[src/design/assert_macros.svh]
// assertion macros shared by the execute unit files
`ifndef ASSERT_MACROS_SVH
`define ASSERT_MACROS_SVH

// same-cycle implication, checked outside reset
`define ASSERT_IMPLY(label, clk, rst_n, ante, cons) \
    label: assert property (@(posedge clk) disable iff (!rst_n) (ante) |-> (cons)) \
        else $error("assertion failed: same-cycle implication");

// next-cycle implication, checked outside reset
`define ASSERT_NEXT(label, clk, rst_n, ante, cons) \
    label: assert property (@(posedge clk) disable iff (!rst_n) (ante) |=> (cons)) \
        else $error("assertion failed: next-cycle implication");

`endif

[src/design/ieu_pkg.sv]
// types, command codes and reset constants of the integer execute unit
package ieu_pkg;

    localparam int REG_COUNT = 32;
    localparam int REG_IDX_W = 5;
    localparam int WORD_W    = 32;
    localparam int CMD_W     = 5;

    localparam logic [CMD_W-1:0] CMD_LI    = 5'd0;
    localparam logic [CMD_W-1:0] CMD_MOVE  = 5'd1;
    localparam logic [CMD_W-1:0] CMD_ADD   = 5'd2;
    localparam logic [CMD_W-1:0] CMD_ADDU  = 5'd3;
    localparam logic [CMD_W-1:0] CMD_SUB   = 5'd4;
    localparam logic [CMD_W-1:0] CMD_SUBU  = 5'd5;
    localparam logic [CMD_W-1:0] CMD_ADDI  = 5'd6;
    localparam logic [CMD_W-1:0] CMD_ADDIU = 5'd7;
    localparam logic [CMD_W-1:0] CMD_MULT  = 5'd8;
    localparam logic [CMD_W-1:0] CMD_MULTU = 5'd9;
    localparam logic [CMD_W-1:0] CMD_MFLO  = 5'd10;
    localparam logic [CMD_W-1:0] CMD_MFHI  = 5'd11;
    localparam logic [CMD_W-1:0] CMD_DIV   = 5'd12;
    localparam logic [CMD_W-1:0] CMD_DIVU  = 5'd13;
    localparam logic [CMD_W-1:0] CMD_SEQ   = 5'd14;
    localparam logic [CMD_W-1:0] CMD_SNE   = 5'd15;
    localparam logic [CMD_W-1:0] CMD_SLT   = 5'd16;
    localparam logic [CMD_W-1:0] CMD_SGT   = 5'd17;
    localparam logic [CMD_W-1:0] CMD_SLE   = 5'd18;
    localparam logic [CMD_W-1:0] CMD_SGE   = 5'd19;
    localparam logic [CMD_W-1:0] CMD_SLTI  = 5'd20;
    localparam logic [CMD_W-1:0] CMD_READ  = 5'd21;

    localparam logic [REG_IDX_W-1:0] GP_INDEX = 5'd28;
    localparam logic [REG_IDX_W-1:0] SP_INDEX = 5'd29;
    localparam logic [WORD_W-1:0]    GP_RESET = 32'd268468224;
    localparam logic [WORD_W-1:0]    SP_RESET = 32'd2147479548;

    typedef struct packed {
        logic [CMD_W-1:0]     command;
        logic [REG_IDX_W-1:0] dest_reg;
        logic [REG_IDX_W-1:0] src_a_reg;
        logic [REG_IDX_W-1:0] src_b_reg;
        logic signed [31:0]   immediate;
    } ieu_cmd_t;

    typedef struct packed {
        logic                 wrote;
        logic [REG_IDX_W-1:0] written_reg;
        logic signed [31:0]   written_value;
        logic signed [31:0]   hi_value;
        logic signed [31:0]   lo_value;
        logic signed [31:0]   read_value;
        logic                 divide_by_zero;
    } ieu_res_t;

    typedef struct packed {
        logic start;
        logic is_signed;
    } ieu_div_ctrl_t;

    typedef struct packed {
        logic busy;
        logic done;
    } ieu_div_stat_t;

    // value an entry holds until it is first written
    function automatic logic [WORD_W-1:0] reset_value(input logic [REG_IDX_W-1:0] idx);
        logic [WORD_W-1:0] v;
        v = '0;
        if (idx == GP_INDEX)
        begin
            v = GP_RESET;
        end
        else if (idx == SP_INDEX)
        begin
            v = SP_RESET;
        end
        return v;
    endfunction

endpackage

[src/design/ieu_regfile.sv]
// general register file: synchronous two-read one-write memory with per-entry valid bits
`include "assert_macros.svh"

module ieu_regfile (
    input  logic                          clk,
    input  logic                          rst_n,
    input  logic                          rd_en,
    input  logic [ieu_pkg::REG_IDX_W-1:0] raddr_a,
    input  logic [ieu_pkg::REG_IDX_W-1:0] raddr_b,
    output logic [ieu_pkg::WORD_W-1:0]    rdata_a,
    output logic [ieu_pkg::WORD_W-1:0]    rdata_b,
    input  logic                          we,
    input  logic [ieu_pkg::REG_IDX_W-1:0] waddr,
    input  logic [ieu_pkg::WORD_W-1:0]    wdata
);

    logic [ieu_pkg::WORD_W-1:0]    mem [ieu_pkg::REG_COUNT];
    logic [ieu_pkg::REG_COUNT-1:0] valid_reg;
    logic [ieu_pkg::WORD_W-1:0]    mem_a_reg;
    logic [ieu_pkg::WORD_W-1:0]    mem_b_reg;
    logic [ieu_pkg::REG_IDX_W-1:0] addr_a_reg;
    logic [ieu_pkg::REG_IDX_W-1:0] addr_b_reg;
    logic                          valid_a_reg;
    logic                          valid_b_reg;

    always_ff @(posedge clk)
    begin
        if (we)
        begin
            mem[waddr] <= wdata;
        end
        if (rd_en)
        begin
            mem_a_reg  <= mem[raddr_a];
            mem_b_reg  <= mem[raddr_b];
            addr_a_reg <= raddr_a;
            addr_b_reg <= raddr_b;
        end
    end

    always_ff @(posedge clk or negedge rst_n)
    begin
        if (!rst_n)
        begin
            valid_reg   <= '0;
            valid_a_reg <= 1'b0;
            valid_b_reg <= 1'b0;
        end
        else
        begin
            if (we)
            begin
                valid_reg[waddr] <= 1'b1;
            end
            if (rd_en)
            begin
                valid_a_reg <= valid_reg[raddr_a];
                valid_b_reg <= valid_reg[raddr_b];
            end
        end
    end

    // never-written entries show their reset contents
    assign rdata_a = valid_a_reg ? mem_a_reg : ieu_pkg::reset_value(addr_a_reg);
    assign rdata_b = valid_b_reg ? mem_b_reg : ieu_pkg::reset_value(addr_b_reg);

    `ASSERT_IMPLY(a_no_write_zero, clk, rst_n, we, waddr != '0)

endmodule

[config.mk]
export PLATFORM = sky130hd
export DESIGN_NAME = ieu_regfile
export DESIGN_NICKNAME = d
export VERILOG_FILES = /design/src/design/ieu_pkg.sv /design/src/design/ieu_regfile.sv
export VERILOG_INCLUDE_DIRS = /design/src /design/src/design
export SDC_FILE = /design/constraint.sdc
export NUM_CORES = 1
export LEC_CHECK = 0
export ABC_CLOCK_PERIOD_IN_PS = 1900
export BUFFER_PORTS_ARGS = -buffer_cell sky130_fd_sc_hd__buf_2
export CAP_MARGIN = 20
export CORE_ASPECT_RATIO = 0.8
export CORE_MARGIN = 2
export CORE_UTILIZATION = 45
export CTS_BUF_LIST = sky130_fd_sc_hd__clkbuf_8
export CTS_CLUSTER_SIZE = 8
export DETAILED_ROUTE_END_ITERATION = 8
export SLEW_MARGIN = 15
export SYNTH_ARGS = -nofsm -noshare
export SYNTH_HDL_FRONTEND = slang
export SYNTH_SLANG_ARGS = --single-unit
[constraint.sdc]
create_clock -name clk -period 1.9 [get_ports clk]
set_input_delay 0.285 -clock clk [delete_from_list [all_inputs] [get_ports clk]]
set_output_delay 0.285 -clock clk [all_outputs]
set_load 0.01 [all_outputs]
==> results.py, run 1 <==
metrics = {
    "outcome": {
        "run_status": "finished, violations left",
        "failed_checks": "setup timing",
    },
    "floorplan": {
        "ioPinCount": 115,
        "die_height_um": 306,
        "design.die.area_um2": 117000,
        "die_width_um": 381,
        "row_count": 110,
        "area_of_the_core_um2": 113000,
        "effective_utilization_at_floorplan_pct": 45.5,
    },
    "critical_path": {
        "worstPathCellList": "nand4b_1 -> nor2_2 -> and2_4 -> buf_12 -> a21o_1 -> buf_2",
        "critPathMaxStageDelay_ps": 410,
        "cp-start-kind": "flop",
        "critPathArrivalTime_ps": 2420,
        "critPathCaptureType": "output pin",
        "cp_slowest_cell": "sky130_fd_sc_hd__dfrtp_2",
        "path_class": "flop to output pin",
        "worst_ep_required_time_ps": 1620,
        "rr_startpoint": "mem[3][15]",
        "cp_top_family": "simple AND/OR/NAND/NOR gates",
        "cp.buffers_inverters": 2,
        "worst_path_max_fanout": 7,
        "critPathLaunch": "valid_b_reg",
    },
    "power_and_ir_drop": {
        "vdd_drop_max_v": 0.000775,
        "relative_contribution_of_combinational_cells_to_total_power_pct": 11.2,
        "total_power_uw": 53800,
        "pwr-share-seq_pct": 52.7,
        "clkPwrFrac_pct": 36.1,
        "pd_cells_nw_per_um2": 873,
        "cellInternalPower_uw": 40900,
        "switchingPower_uw": 12900,
        "static-leakage-power_uw": 0.0207,
        "switching_share_pct": 24.0,
    },
    "global_route": {
        "grt_overflow": 0,
        "initial_antenna_violation_count": 9,
        "grt_pass1_vias": 29691,
        "grt_pass1_wl_um": 219000,
        "largest_net_degree_at_the_start_of_global_routing": 37,
        "track_usage_pct": 26.9,
    },
    "sta": {
        "post-route-period-util_pct": 142,
        "slew_violations": 0,
        "hold_viol_final": 0,
        "fin_crit_ps": 2710,
        "max_freq_ghz": 0.370,
        "setup_tns_ps": -42020,
        "slew_headroom_pct": 46.0,
        "hold_slack_ps": 96.9,
        "rsz_0062_raised_after_global_routing": "yes",
        "worst_slack_ps": -806,
        "clock-skew-final_ps": 29.5,
        "timing.final.setup_violations": 100,
        "tightest_slew_ps": 809,
    },
    "synthesis": {
        "synth_area_um2": 51300,
        "yosysUniqueCellTypes": 29,
        "synth-seq-area-share_pct": 65.9,
        "synth-seq-cells": 1132,
        "post-synth-top-area-fraction_pct": 64.3,
        "yosys_warnings": 0,
        "synth_top_area_cell": "sky130_fd_sc_hd__edfxtp_1",
        "asyncSetResetFlopFracSynth_pct": 3.00,
        "synthesis.area_per_instance_um2": 23.0,
        "syn_inst": 2235,
        "ys_top_cells_by_area": "sky130_fd_sc_hd__edfxtp_1 64%, sky130_fd_sc_hd__mux4_2 28%, sky130_fd_sc_hd__dfrtp_1 1.7%, sky130_fd_sc_hd__mux2_2 1.4%, sky130_fd_sc_hd__a21o_1 0.82%",
        "synthMostInstantiatedCell": "sky130_fd_sc_hd__edfxtp_1",
        "synth_common_cells": "1098 x sky130_fd_sc_hd__edfxtp_1, 640 x sky130_fd_sc_hd__mux4_2, 82 x sky130_fd_sc_hd__clkbuf_1, 64 x sky130_fd_sc_hd__mux2_2, 56 x sky130_fd_sc_hd__a21o_1",
        "ys.flop_type": "sky130_fd_sc_hd__edfxtp_1",
        "synth_enable_flop_cells": 1098,
        "syn-num-nets": 2286,
    },
    "routing": {
        "detail-route-antenna-nets": 0,
        "postRouteWirelength_um": 155000,
        "num_vias": 28217,
        "final_routed_wire_length_divided_by_cell_count_um": 35.6,
        "detail_route.drc_violations": 0,
        "drtPass1Iterations": 5,
        "drt_first_iter_violations": 3358,
        "routed_via_density": 6.47,
    },
    "final_layout": {
        "largest_reg_flops": 1024,
        "drive_above_1_share_pct": 50.4,
        "post-route-util_pct": 54.6,
        "layout_area_growth_over_synthesis_pct": 20.0,
        "layout.nets": 2762,
        "largest_register": "mem",
    },
    "min_path": {
        "worst_hold_path_type": "input pin to flop",
        "worstHoldStart": "raddr_b[3]",
    },
    "clocking": {
        "numClockSinks": 1132,
        "path_clk_slew_ps": 60,
        "clock-root-buffer": "sky130_fd_sc_hd__clkbuf_8",
        "clock_latency_ps": 910,
        "cts_htree_levels": 4,
        "cts-buffers-inserted": 181,
        "clk_path_buf_depth": 3,
        "tritoncts": "yes",
    },
    "flow_run": {
        "timing.max_cap.violations": 0,
    },
    "placement": {
        "buffer_ports.inserted": 114,
        "dp.final_hpwl_um": 93200,
        "gp_congestion": 0.836,
    },
}
==> cells in the final DEF (no fill, tap or decap), drive strengths merged, types with 10 or more instances in the layout <==
cell | synthesis | final
mux4 | 640 | 640
clkbuf | 82 | 199
edfxtp | 1098 | 1098
dlygate4sd3 | 0 | 40
buf | 89 | 422
nor2 | 40 | 40
mux2 | 64 | 64
inv | 0 | 77
clkinv | 0 | 34
and2 | 12 | 12
or2 | 32 | 32
mux2i | 32 | 32
dfrtp | 34 | 34
a21o | 56 | 56
nand2 | 10 | 10
==> power groups by stage <==
stage,logic (uW),registers [uW],clock network [uW]
5_1_grt,6310,28400,20900
4_1_cts,5890,28300,19800
3_5_place_dp,5480,28900,0
2_1_floorplan,3250,28700,0
6_report,6010,28400,19400
3_3_place_gp,5410,28800,0
==> through the flow <==
step	worst slack [ps]	instance area [um^2]	std cells
global placement	-578	57300	3988
CTS	-870	61400	4353
finish	-806	61600	4358
floorplan	-473	51700	2235
detailed placement	-594	57300	3988
global route	-886	61600	4357
==> worst paths after layout <==
| kind | endpoint | slack (ps) | cells past startpoint |
|---|---|---|---|
| min in group asynchronous | valid_reg[13] | 160 | 2 |
| max | rdata_b[16] | -810 | 6 |
| min | addr_b_reg[3] | 100 | 2 |
| max in group asynchronous | valid_a_reg | 1160 | 2 |
| min reg2reg | valid_reg[0] | 500 | 1 |
| max reg2reg | mem_b_reg[15] | -80 | 3 |
==> logic make-up after synthesis <==
family / after synthesis / share of synthesized area [%]
AOI/OAI and AO/OA: 76 / 1.09
buffers and inverters: 171 / 1.61
DFF: 1132 / 65.9
muxes: 736 / 30.1
and+or+nand+nor: 120 / 1.24
==> repair_timing <==
| action | in CTS | in global routing |
|---|---|---|
| gates cloned | 5 | 2 |
| resized for setup | 61 | 36 |
| endpoints found under the hold margin | 1145 | 0 |
| setup buffers | 31 | 3 |
| endpoints found under the setup margin | 106 | 126 |
| pin swaps | 0 | 1 |
| hold buffers | 40 | 0 |
==> layout make-up <==
| class | instances | area [um^2] |
|---|---|---|
| fillers | 8455 | 51100 |
| flip-flops and latches | 1132 | 33800 |
| multi-input cells | 932 | 17100 |
| repair buffers | 464 | 5460 |
| clock buffers | 197 | 2710 |
| well taps | 1512 | 1890 |
| clock inverters | 118 | 556 |
| diodes | 3 | 7.51 |
==> metal layers <==
| layer | vias to the layer above | track usage (%) | share of wire (%) | wire length [um] |
|---|---|---|---|---|
| met1 | 15417 | 39.9 | 41 | 63800 |
| li1 | 10919 | - | - | - |
| met3 | 281 | 5.25 | 9.5 | 14800 |
| met5 | - | 0 | 0.0097 | 15 |
| met2 | 1598 | 40.5 | 46 | 71700 |
| met4 | 2 | 9.14 | 3.1 | 4850 |
No activity file was read; power rests on OpenSTA's default activity.
==> run 2, diff against run 1 <==
Settings changed: SKIP_LAST_GASP set to 1.
==> results.py, run 2 (same netlist as run 1, synthesis figures left out) <==
metrics = {
    "power_and_ir_drop": {
        "static-leakage-power_uw": 0.0207,
        "cellInternalPower_uw": 40900,
        "switchingPower_uw": 12900,
        "clkPwrFrac_pct": 36.1,
        "switching_share_pct": 24.0,
        "pd_cells_nw_per_um2": 873,
        "pwr-share-seq_pct": 52.8,
        "relative_contribution_of_combinational_cells_to_total_power_pct": 11.1,
        "vdd_drop_max_v": 0.000769,
    },
    "sta": {
        "rsz_0062_raised_after_global_routing": "yes",
        "slew_headroom_pct": 44.6,
        "max_freq_ghz": 0.371,
        "tightest_slew_ps": 831,
        "post-route-period-util_pct": 142,
        "slew_violations": 0,
        "timing.final.setup_violations": 100,
        "hold_viol_final": 0,
        "clock-skew-final_ps": 28.6,
        "fin_crit_ps": 2700,
        "worst_slack_ps": -796,
    },
    "critical_path": {
        "critPathMaxStageDelay_ps": 410,
        "worst_ep_required_time_ps": 1620,
        "cp.buffers_inverters": 2,
        "worst_path_max_fanout": 7,
        "path_class": "flop to output pin",
        "cp_top_family": "simple AND/OR/NAND/NOR gates",
        "cp-start-kind": "flop",
        "cp_slowest_cell": "sky130_fd_sc_hd__dfrtp_2",
        "critPathCaptureType": "output pin",
        "critPathArrivalTime_ps": 2410,
        "worstPathCellList": "nand4b_1 -> nor2_2 -> and2_4 -> buf_12 -> a21o_1 -> buf_2",
    },
    "global_route": {
        "initial_antenna_violation_count": 10,
        "largest_net_degree_at_the_start_of_global_routing": 37,
        "grt_overflow": 0,
        "grt_pass1_wl_um": 219000,
        "grt_most_used_layer": "met2",
        "grt_util_met3_pct": 5.25,
        "globalRouteMet2Util_pct": 40.5,
        "track_usage_pct": 26.9,
        "grt_pass1_vias": 29691,
        "met1_usage_pct": 39.9,
    },
    "final_layout": {
        "layout.nets": 2763,
        "drive_above_1_share_pct": 50.4,
        "layout_area_growth_over_synthesis_pct": 20.0,
        "layout_common_cells": "1098 x sky130_fd_sc_hd__edfxtp_1, 640 x sky130_fd_sc_hd__mux4_2, 197 x sky130_fd_sc_hd__clkbuf_8",
        "largest_register": "mem",
        "postLayoutCellArea_um2": 61600,
        "largest_reg_flops": 1024,
        "layout.cells.most_common": "sky130_fd_sc_hd__edfxtp_1",
    },
    "floorplan": {
        "die_width_um": 381,
        "area_of_the_core_um2": 113000,
        "ioPinCount": 115,
        "effective_utilization_at_floorplan_pct": 45.5,
        "die_height_um": 306,
        "design.die.area_um2": 117000,
        "row_count": 110,
    },
    "outcome": {
        "run_status": "finished, violations left",
        "failed_checks": "setup timing",
    },
    "routing": {
        "detail_route.drc_violations": 0,
        "routed_via_density": 6.45,
        "final_routed_wire_length_divided_by_cell_count_um": 35.6,
        "num_vias": 28148,
        "drt_first_iter_violations": 3423,
        "detail-route-antenna-nets": 0,
        "drtPass1Iterations": 7,
        "postRouteWirelength_um": 155000,
    },
    "flow_run": {
        "timing.max_cap.violations": 0,
    },
    "placement": {
        "dpl_worst_slack_ps": -594,
        "buffer_ports.inserted": 114,
        "gp_congestion": 0.836,
        "postPlaceCellArea_um2": 57300,
        "dp.final_hpwl_um": 93200,
    },
    "min_path": {
        "worst_hold_path_type": "input pin to flop",
    },
    "clocking": {
        "cts_htree_levels": 4,
        "numClockSinks": 1132,
        "path_clk_slew_ps": 60,
        "cts-buffers-inserted": 181,
        "tritoncts": "yes",
        "clock-root-buffer": "sky130_fd_sc_hd__clkbuf_8",
        "clk_path_buf_depth": 3,
        "clock_latency_ps": 900,
    },
}
## run 2: path summary, 6_finish.rpt
kind / end / slack [ps] / cells past startpoint / startpoint
max: rdata_b[16] / -800 / 6 / valid_b_reg
min: addr_b_reg[3] / 100 / 2 / raddr_b[3]
max reg2reg: mem_b_reg[29] / -90 / 3 / mem[29][29]
min reg2reg: valid_reg[0] / 500 / 1 / valid_reg[0]
max in group asynchronous: valid_a_reg / 1130 / 2 / rst_n
min in group asynchronous: valid_reg[13] / 180 / 2 / rst_n
## run 2: layer usage
metal | vias to the layer above | routed length [um]
li1 | 10922 | -
met1 | 15325 | 63600
met2 | 1601 | 71500
met3 | 294 | 15400
met4 | 6 | 4890
met5 | - | 43
## run 2: layout make-up
class | count | area (um^2)
fill | 8455 | 51100
tap | 1512 | 1890
clock inverter | 118 | 556
timing repair buffer | 465 | 5460
multi-input combinational | 932 | 17100
sequential | 1132 | 33800
antenna | 5 | 12.5
clock buffer | 197 | 2710
## run 2: per-stage QoR
step	util (%)	setup TNS, ps	hold WS [ps]	power, uW	cells
6_report	54.6	-42670	98.3	53700	4361
5_1_grt	54.6	-51090	57.7	55600	4359
4_1_cts	54.4	-48100	11.5	54100	4353
3_5_place_dp	50.8	-35990	419	34300	3988
3_3_place_gp	50.8	-35160	385	34200	3988
2_1_floorplan	-	-244310	-10.6	32000	2235
## run 2: timing repair
action                                 4_1_cts  5_1_grt
buffers inserted                            31        3
pin swaps                                    0        2
endpoints found under the hold margin     1145        0
hold buffers                                40        0
resized for setup                           53       37
setup endpoints to repair                  106      126
gates cloned                                 5        3
## run 2: power by group through the flow
stage | registers (uW) | clock network, uW | logic [uW]
after global placement | 28800 | 0 | 5410
after CTS | 28300 | 19800 | 5880
after floorplan | 28700 | 0 | 3250
final | 28400 | 19400 | 5980
after detailed placement | 28900 | 0 | 5480
after global routing | 28400 | 20900 | 6280
