===== src/design/assert_macros.svh =====
// assertion macros shared by the execute unit files
`ifndef ASSERT_MACROS_SVH
`define ASSERT_MACROS_SVH

// same-cycle implication, checked outside reset
`define ASSERT_IMPLY(label, clk, rst_n, ante, cons) \
    label: assert property (@(posedge clk) disable iff (!rst_n) (ante) |-> (cons)) \
        else $error("assertion failed: same-cycle implication");

// next-cycle implication, checked outside reset
`define ASSERT_NEXT(label, clk, rst_n, ante, cons) \
    label: assert property (@(posedge clk) disable iff (!rst_n) (ante) |=> (cons)) \
        else $error("assertion failed: next-cycle implication");

`endif


===== src/design/ieu_pkg.sv =====
// types, command codes and reset constants of the integer execute unit
package ieu_pkg;

    localparam int REG_COUNT = 32;
    localparam int REG_IDX_W = 5;
    localparam int WORD_W    = 32;
    localparam int CMD_W     = 5;

    localparam logic [CMD_W-1:0] CMD_LI    = 5'd0;
    localparam logic [CMD_W-1:0] CMD_MOVE  = 5'd1;
    localparam logic [CMD_W-1:0] CMD_ADD   = 5'd2;
    localparam logic [CMD_W-1:0] CMD_ADDU  = 5'd3;
    localparam logic [CMD_W-1:0] CMD_SUB   = 5'd4;
    localparam logic [CMD_W-1:0] CMD_SUBU  = 5'd5;
    localparam logic [CMD_W-1:0] CMD_ADDI  = 5'd6;
    localparam logic [CMD_W-1:0] CMD_ADDIU = 5'd7;
    localparam logic [CMD_W-1:0] CMD_MULT  = 5'd8;
    localparam logic [CMD_W-1:0] CMD_MULTU = 5'd9;
    localparam logic [CMD_W-1:0] CMD_MFLO  = 5'd10;
    localparam logic [CMD_W-1:0] CMD_MFHI  = 5'd11;
    localparam logic [CMD_W-1:0] CMD_DIV   = 5'd12;
    localparam logic [CMD_W-1:0] CMD_DIVU  = 5'd13;
    localparam logic [CMD_W-1:0] CMD_SEQ   = 5'd14;
    localparam logic [CMD_W-1:0] CMD_SNE   = 5'd15;
    localparam logic [CMD_W-1:0] CMD_SLT   = 5'd16;
    localparam logic [CMD_W-1:0] CMD_SGT   = 5'd17;
    localparam logic [CMD_W-1:0] CMD_SLE   = 5'd18;
    localparam logic [CMD_W-1:0] CMD_SGE   = 5'd19;
    localparam logic [CMD_W-1:0] CMD_SLTI  = 5'd20;
    localparam logic [CMD_W-1:0] CMD_READ  = 5'd21;

    localparam logic [REG_IDX_W-1:0] GP_INDEX = 5'd28;
    localparam logic [REG_IDX_W-1:0] SP_INDEX = 5'd29;
    localparam logic [WORD_W-1:0]    GP_RESET = 32'd268468224;
    localparam logic [WORD_W-1:0]    SP_RESET = 32'd2147479548;

    typedef struct packed {
        logic [CMD_W-1:0]     command;
        logic [REG_IDX_W-1:0] dest_reg;
        logic [REG_IDX_W-1:0] src_a_reg;
        logic [REG_IDX_W-1:0] src_b_reg;
        logic signed [31:0]   immediate;
    } ieu_cmd_t;

    typedef struct packed {
        logic                 wrote;
        logic [REG_IDX_W-1:0] written_reg;
        logic signed [31:0]   written_value;
        logic signed [31:0]   hi_value;
        logic signed [31:0]   lo_value;
        logic signed [31:0]   read_value;
        logic                 divide_by_zero;
    } ieu_res_t;

    typedef struct packed {
        logic start;
        logic is_signed;
    } ieu_div_ctrl_t;

    typedef struct packed {
        logic busy;
        logic done;
    } ieu_div_stat_t;

    // value an entry holds until it is first written
    function automatic logic [WORD_W-1:0] reset_value(input logic [REG_IDX_W-1:0] idx);
        logic [WORD_W-1:0] v;
        v = '0;
        if (idx == GP_INDEX)
        begin
            v = GP_RESET;
        end
        else if (idx == SP_INDEX)
        begin
            v = SP_RESET;
        end
        return v;
    endfunction

endpackage


===== src/design/ieu_divider.sv =====
// iterative restoring divider, one quotient bit per cycle, signed or unsigned
`include "assert_macros.svh"

module ieu_divider (
    input  logic                       clk,
    input  logic                       rst_n,
    input  ieu_pkg::ieu_div_ctrl_t     ctrl,
    input  logic [ieu_pkg::WORD_W-1:0] dividend,
    input  logic [ieu_pkg::WORD_W-1:0] divisor,
    output ieu_pkg::ieu_div_stat_t     status,
    output logic [ieu_pkg::WORD_W-1:0] quotient,
    output logic [ieu_pkg::WORD_W-1:0] remainder
);

    localparam logic [1:0] DV_IDLE = 2'd0;
    localparam logic [1:0] DV_RUN  = 2'd1;
    localparam logic [1:0] DV_FIX  = 2'd2;

    logic [1:0]                  state_reg;
    logic [1:0]                  state_next;
    logic [4:0]                  count_reg;
    logic                        done_reg;
    logic [ieu_pkg::WORD_W-1:0]  quo_reg;
    logic [ieu_pkg::WORD_W-1:0]  rem_reg;
    logic [ieu_pkg::WORD_W-1:0]  dvs_reg;
    logic                        neg_q_reg;
    logic                        neg_r_reg;
    logic [ieu_pkg::WORD_W-1:0]  dvd_mag;
    logic [ieu_pkg::WORD_W-1:0]  dvs_mag;
    logic [ieu_pkg::WORD_W:0]    trial;
    logic [ieu_pkg::WORD_W:0]    diff;

    assign dvd_mag = (ctrl.is_signed && dividend[31]) ? (~dividend + 32'd1) : dividend;
    assign dvs_mag = (ctrl.is_signed && divisor[31])  ? (~divisor + 32'd1)  : divisor;

    assign trial = {rem_reg, quo_reg[31]};
    assign diff  = trial - {1'b0, dvs_reg};

    always_comb
    begin
        state_next = state_reg;
        case (state_reg)
            DV_IDLE:
            begin
                if (ctrl.start)
                begin
                    state_next = DV_RUN;
                end
            end
            DV_RUN:
            begin
                if (count_reg == '0)
                begin
                    state_next = DV_FIX;
                end
            end
            DV_FIX:
            begin
                state_next = DV_IDLE;
            end
            default:
            begin
                state_next = DV_IDLE;
            end
        endcase
    end

    always_ff @(posedge clk or negedge rst_n)
    begin
        if (!rst_n)
        begin
            state_reg <= DV_IDLE;
            count_reg <= '0;
            done_reg  <= 1'b0;
        end
        else
        begin
            state_reg <= state_next;
            done_reg  <= (state_reg == DV_FIX);
            if (state_reg == DV_IDLE)
            begin
                count_reg <= '1;
            end
            else if (state_reg == DV_RUN)
            begin
                count_reg <= count_reg - 5'd1;
            end
        end
    end

    always_ff @(posedge clk)
    begin
        case (state_reg)
            DV_IDLE:
            begin
                if (ctrl.start)
                begin
                    quo_reg   <= dvd_mag;
                    rem_reg   <= '0;
                    dvs_reg   <= dvs_mag;
                    neg_q_reg <= ctrl.is_signed && (dividend[31] ^ divisor[31]);
                    neg_r_reg <= ctrl.is_signed && dividend[31];
                end
            end
            DV_RUN:
            begin
                // shift in one dividend bit, keep the difference when it fits
                rem_reg <= diff[32] ? trial[31:0] : diff[31:0];
                quo_reg <= {quo_reg[30:0], ~diff[32]};
            end
            DV_FIX:
            begin
                // apply signs: quotient truncates toward zero, remainder follows dividend
                quo_reg <= neg_q_reg ? (~quo_reg + 32'd1) : quo_reg;
                rem_reg <= neg_r_reg ? (~rem_reg + 32'd1) : rem_reg;
            end
            default:
            begin
                quo_reg <= quo_reg;
            end
        endcase
    end

    assign status.busy = (state_reg != DV_IDLE);
    assign status.done = done_reg;
    assign quotient    = quo_reg;
    assign remainder   = rem_reg;

    `ASSERT_NEXT(a_start_runs, clk, rst_n, ctrl.start && (state_reg == DV_IDLE), state_reg == DV_RUN)
    `ASSERT_NEXT(a_done_pulse, clk, rst_n, done_reg, !done_reg)

endmodule


===== config.mk =====
export PLATFORM = sky130hd
export DESIGN_NAME = ieu_divider
export DESIGN_NICKNAME = d
export VERILOG_FILES = /design/src/design/ieu_pkg.sv /design/src/design/ieu_divider.sv
export VERILOG_INCLUDE_DIRS = /design/src /design/src/design
export SDC_FILE = /design/constraint.sdc
export NUM_CORES = 1
export LEC_CHECK = 0
export BUFFER_PORTS_ARGS = -buffer_cell sky130_fd_sc_hd__buf_2
export CORE_ASPECT_RATIO = 2
export CORE_UTILIZATION = 45
export CTS_CLUSTER_DIAMETER = 80
export DETAILED_ROUTE_END_ITERATION = 7
export HOLD_SLACK_MARGIN = 0.02
export PLACE_DENSITY = 0.65
export SLEW_MARGIN = 40
export SYNTH_ARGS = -nofsm -noshare
export SYNTH_HDL_FRONTEND = slang
export SYNTH_SLANG_ARGS = --single-unit

===== constraint.sdc =====
create_clock -name clk -period 4.4 [get_ports clk]
set_input_delay 0.88 -clock clk [delete_from_list [all_inputs] [get_ports clk]]
set_output_delay 0.88 -clock clk [all_outputs]
set_load 0.1 [all_outputs]

==> run_results.csv, run 1 <==
group,metric,value,unit
sta,finalHoldViolCount,0,
synth,postSynthCellCount,1004,
floorplan,fp.dieW,102,um
layout,diodes,0,
critical_path,crit_buf_inv,1,
layout,fin_nets,1229,
floorplan,die_y,201,um
synth,synth_flop_cell,"edfxtp_1",
placement,numPortBuffers,133,
layout,areaGrowthSynthToFinish,13.8,%
global_route,grt_use_total,24.0,%
clock_tree,cts_sinks,106,
clock_tree,cts_resized,0,
sta,timing.final.crit_period,3.67,ns
worst_hold_path,hp-class,"input pin to asynchronous set/reset pin",
critical_path,crit_fanout,23,
drt,via_per_inst,5.72,
clock_tree,clk_pin_slew,0.07,ns
sta,fin_crit_sh,83.4,%
global_route,antenna_found_initial,0,
clock_tree,cts_hold_buf,0,
synth,synth-simple-area-share,18.8,%
synth,async_flop_share,7.55,%
drt,wl,23800,um
sta,rsz0062_at_grt,"false",
global_route,overflow,0,
critical_path,criticalPathCategory,"register to register",
sta,finalSetupViolations,0,
layout,final_common_cell,"buf_2",
critical_path,critPathSlowestCell,"edfxtp_1",
floorplan,ioPinCount,134,
critical_path,slowest_delay,0.51,ns
sta,skew,0.00806,ns
floorplan,core_area,0.0194,mm2
critical_path,path_delay_family,"compound AO/OA/AOI/OAI gates",
global_route,grt_max_degree,41,
layout,fill_cells,1848,
clock_tree,numCtsBuffers,9,
synth,syn_nets,1115,
clock_tree,clk_latency,0.35,ns
sta,fmax,272,MHz
clock_tree,post-cts-setup-buffers,0,
layout,layout_common_cells,"buf_2, a21oi_1, edfxtp_1",
global_route,grt_pass1_wl,38400,um
sta,timing.setup.tns,0,ns
synth,seq_area_frac_synth,35.2,%
synth,ys_types,75,
drt,drtIter0Drc,250,
synth,synth_top_area_share,33.0,%
synth,ys_warn_count,0,
layout,finish.instance_area,0.0102,mm2
synth,synth_edf_count,98,
placement,dpl.hpwl,18600,um
clock_tree,root_buffer,"clkbuf_16",
critical_path,crit_top_cell,"o21a_1",
critical_path,path_cells,"ha_1, a21oi_1, nand2_1, o21a_1, o21a_1, o31ai_1, o21ai_1, o22ai_4, buf_12, mux2_1, o22ai_1",
synth,synth_fa_ha_area_share,6.11,%
global_route,first_global_vias,7853,
clock_tree,cts_tree,"built",
synth,ys_ff_latch,106,
job,cap_violations,0,
synth,netlist_area,0.00893,mm2
critical_path,crit_arrival,3.86,ns
synth,synth_compound_area_share,18.9,%
layout,drive_gt1_share,16.2,%
critical_path,start_kind,"register",
synth,synth.mux.area_fraction,2.61,%
critical_path,end_kind,"register",
sta,drv_slew,0,
floorplan,dieArea,0.0204,mm2
synth,synth_area_leader_cell,"edfxtp_1",
drt,drtPass1Iterations,5,
clock_tree,cts.path.max_buffers,2,
drt,vias,7906,
status,status,"completed",
critical_path,worstPathRequired,4.59,ns
synth,synth-xor-area-share,13.7,%
floorplan,num_rows,72,
synth,yosys-top-cells-area,"edfxtp_1, xor2_1, xnor2_1, ha_1, a21oi_1",
sta,worst_slew_pin_slew,0.795,ns
drt,drcViolationCount,0,
sta,max_slew_margin,46.6,%
clock_tree,h-tree-depth,3,
placement,gp_congestion,0.876,
placement,placed_cell_area,0.00988,mm2
floorplan,initial_core_util,46.1,%
synth,synth.avg_cell_area,8.89,um2
drt,ant_nets,0,
drt,wire_per_inst,17.2,um
synth,synth_top_family_by_area,"compound AO/OA/AOI/OAI gates",
[layout make-up]
class / count / area, um2 / area share, %
multi-input combinational: 792 / 5400 / 53.1
tap: 259 / 324 / 3.19
inverter: 62 / 233 / 2.29
clock buffer: 9 / 225 / 2.22
clock inverter: 6 / 57.6 / 0.566
timing repair buffer: 147 / 783 / 7.71
sequential: 106 / 3140 / 30.9
[logic make-up (layout without fill, tap and decap cells)]
logic type | after synthesis | count (layout)
AOI/OAI and AO/OA | 267 | 267
xor gates and xnor gates | 140 | 140
adders and majority gates | 43 | 43
buffers and inverters | 106 | 224
DFF | 106 | 106
muxes | 23 | 23
and+or+nand+nor | 319 | 319
[synthesized netlist by cell type, drive strengths merged (4+ instances only)]
cell and n:
a21o 10, a21oi 100, a221o 5, a221oi 17, a22oi 13, a31oi 8, and2 10, and3 8
buf 9, clkbuf 35, dfrtp 8, edfxtp 98, ha 42, inv 62, mux2i 21, nand2 77
nand2b 12, nand3 14, nand3b 5, nand4 5, nor2 87, nor2b 12, nor3 30, nor3b 4
nor4 25, o211ai 5, o21a 5, o21ai 42, o21bai 4, o22ai 22, o31ai 6, o41ai 4
or3 14, or4 7, xnor2 68, xor2 72
[worst reg2reg max path: stages, from the launching register on]
cell and delay [ns]:
edfxtp_1 0.51, ha_1 0.40, a21oi_1 0.29, nand2_1 0.09, o21a_1 0.19, o21a_1 0.24, o31ai_1 0.40, o21ai_1 0.18
o22ai_4 0.48, buf_12 0.27, mux2_1 0.35, o22ai_1 0.10
[final timing paths]
check | depth (start not counted) | endpoint | start | slack, ns
min in group clk | 2 | count_reg[4]$_DFFE_PN0P_ | count_reg[4]$_DFFE_PN0P_ | 0.55
max in group asynchronous | 1 | count_reg[0]$_DFFE_PN0P_ | rst_n | 3.88
worst max-delay path | 11 | remainder[0]$_DFFE_PP_ | remainder[6]$_DFFE_PP_ | 0.73
worst min register to register | 2 | count_reg[4]$_DFFE_PN0P_ | count_reg[4]$_DFFE_PN0P_ | 0.55
worst min-delay path | 1 | done_reg$_DFF_PN0_ | rst_n | 0.36
worst max register to register | 11 | remainder[0]$_DFFE_PP_ | remainder[6]$_DFFE_PP_ | 0.73
[through the flow]
step | instances | util [%] | hold slack, ns | setup WS (ns)
6_report | 1381 | 52.5 | 0.357 | 0.729
5_1_grt | 1381 | 52.5 | 0.359 | 0.467
4_1_cts | 1381 | 52.5 | 0.348 | 0.721
3_5_place_dp | 1366 | 51.0 | 0.536 | 0.712
3_3_place_gp | 1366 | 51.0 | 0.534 | 0.804
2_1_floorplan | 1004 | - | 0.490 | 0.139
[layer usage]
layer / track usage [%] / vias up / part of all wire, % / wire length (um)
li1: - / 3900 / - / -
met4: 11.0 / 0 / 3.4 / 818
met2: 46.0 / 221 / 56 / 13400
met3: 3.82 / 54 / 4.6 / 1100
met5: 0 / - / 0 / 0
met1: 24.4 / 3731 / 36 / 8450
Power of run 1 is left out: the tool's default activity adds up to more than one toggle a clock period on the data nets, which glitch-free logic cannot reach.
==> inputs of run 2 (changes only) <==
PLACE_DENSITY = 0.68   (was 0.65)
clock period = 3.33 ns   (was 4.4 ns; I/O delays follow)
==> run 2 against run 1 <==
  * Routed wire length increased by 6.7%
  * Critical path depth shrank 1
  * Maximum frequency rose by 17%
  * Register-to-register slack lost 0.55 ns
  * Worst setup slack worse by 0.55 ns
  * Non-clock buffer count grew 64
  * Final area grew 6.4%
  * Sequential share of layout area shrank 1.9 points
  * Global-route usage is 1.5 points higher
  * First-iteration DRC count shrank 3.2%
  * Critical endpoint is now remainder[29]$_DFFE_PP_
==> run_results.csv, run 2 (synthesized netlist as in run 1, its figures left out) <==
group,metric,value,unit
critical_path,path_depth,10,
layout,fin_nets,1293,
floorplan,die_y,201,um
critical_path,start_kind,"register",
layout,final_common_cell,"buf_2",
drt,wl,25400,um
critical_path,path_delay_family,"compound AO/OA/AOI/OAI gates",
floorplan,num_rows,72,
critical_path,critPathSlowestCell,"edfxtp_1",
drt,drcViolationCount,0,
clock_tree,cts_sinks,106,
critical_path,worstPathRequired,3.44,ns
sta,max_slew_margin,63.9,%
placement,dp_cells,1427,
clock_tree,cts.path.max_buffers,2,
layout,drive_gt1_share,22.4,%
sta,rsz0062_at_grt,"false",
clock_tree,root_buffer,"clkbuf_16",
floorplan,core_area,0.0194,mm2
critical_path,path_cells,"ha_1, nor2b_1, o31a_1, o311a_1, nand2_1, a31oi_1, a221oi_2, o21ai_1, xor2_1, a221o_1",
layout,regArea,0.00314,mm2
layout,multi_input_area,0.00552,mm2
critical_path,crit_fanout,4,
placement,numPortBuffers,133,
global_route,overflow,0,
global_route,first_global_vias,8218,
drt,ant_nets,0,
drt,via_per_inst,5.65,
placement,gp_congestion,0.939,
global_route,antenna_found_initial,0,
floorplan,fp.dieW,102,um
layout,finish.instance_area,0.0108,mm2
floorplan,ioPinCount,134,
floorplan,dieArea,0.0204,mm2
sta,worst_slew_pin_slew,0.542,ns
clock_tree,h-tree-depth,3,
floorplan,initial_core_util,46.1,%
layout,layout_common_cells,"buf_2, edfxtp_1, a21oi_1",
sta,drv_slew,0,
clock_tree,cts_tree,"built",
clock_tree,clk_latency,0.36,ns
job,cap_violations,0,
global_route,grt_use_total,25.5,%
sta,timing.final.crit_period,3.15,ns
drt,drtIter0Drc,242,
sta,whs,0.140,ns
global_route,grt_max_degree,41,
critical_path,reg2reg_depth,10,
sta,fmax,318,MHz
clock_tree,cts_hold_buf,0,
placement,placed_cell_area,0.0105,mm2
clock_tree,numCtsBuffers,9,
layout,stdcell_count,1446,
layout,diodes,0,
sta,finalSetupViolations,0,
global_route,grt_pass1_wl,40300,um
critical_path,end_kind,"register",
sta,skew,0.00625,ns
layout,fill_cells,1819,
drt,vias,8164,
sta,finalHoldViolCount,0,
critical_path,criticalPathCategory,"register to register",
drt,wire_per_inst,17.5,um
layout,post-route-util,55.8,%
worst_hold_path,hp-class,"input pin to asynchronous set/reset pin",
drt,drtPass1Iterations,4,
critical_path,slowest_delay,0.43,ns
status,status,"completed",
critical_path,crit_arrival,3.26,ns
sta,fin_crit_sh,94.6,%
critical_path,crit_buf_inv,0,
placement,dpl.hpwl,20300,um
clock_tree,clk_pin_slew,0.07,ns
layout,areaGrowthSynthToFinish,21.1,%
run 2: layout make-up:
class / count / share of cell area, %
clock buffers: 10 / 2.12
clock inverters: 6 / 0.752
inverters: 62 / 2.15
multi-input cells: 792 / 51.1
flip-flops and latches: 106 / 29.1
well taps: 259 / 3.00
repair buffers: 211 / 11.8
run 2: final timing paths:
| kind | startpoint | end | slack [ns] |
|---|---|---|---|
| min in group clk | count_reg[4]$_DFFE_PN0P_ | count_reg[4]$_DFFE_PN0P_ | 0.53 |
| min reg2reg | count_reg[4]$_DFFE_PN0P_ | count_reg[4]$_DFFE_PN0P_ | 0.53 |
| max reg2reg | remainder[0]$_DFFE_PP_ | remainder[29]$_DFFE_PP_ | 0.18 |
| min | rst_n | done_reg$_DFF_PN0_ | 0.14 |
| max | remainder[0]$_DFFE_PP_ | remainder[29]$_DFFE_PP_ | 0.18 |
| max in group asynchronous | rst_n | count_reg[2]$_DFFE_PN0P_ | 3.02 |
run 2: what timing repair did:
action,4_1_cts,5_1_grt
buffers inserted,0,3
endpoints found under the setup margin,0,25
gates resized for setup,0,2
run 2: metal layers:
| metal | wire length [um] | vias up | GRT usage, % | share of wire (%) |
|---|---|---|---|---|
| met5 | 0 | - | 0 | 0 |
| met4 | 1130 | 0 | 14.2 | 4.5 |
| met3 | 949 | 73 | 3.37 | 3.7 |
| met2 | 14300 | 221 | 48.6 | 56 |
| li1 | - | 4030 | - | - |
| met1 | 9000 | 3840 | 25.4 | 35 |
run 2: stage by stage:
stage	setup TNS, ns	worst slack [ns]
3_5_place_dp	0	0.0908
6_report	0	0.181
3_3_place_gp	0	0.179
2_1_floorplan	-63.86	-0.931
5_1_grt	0	0.0161
4_1_cts	0	0.0803
Power of run 2 is left out for the same reason.
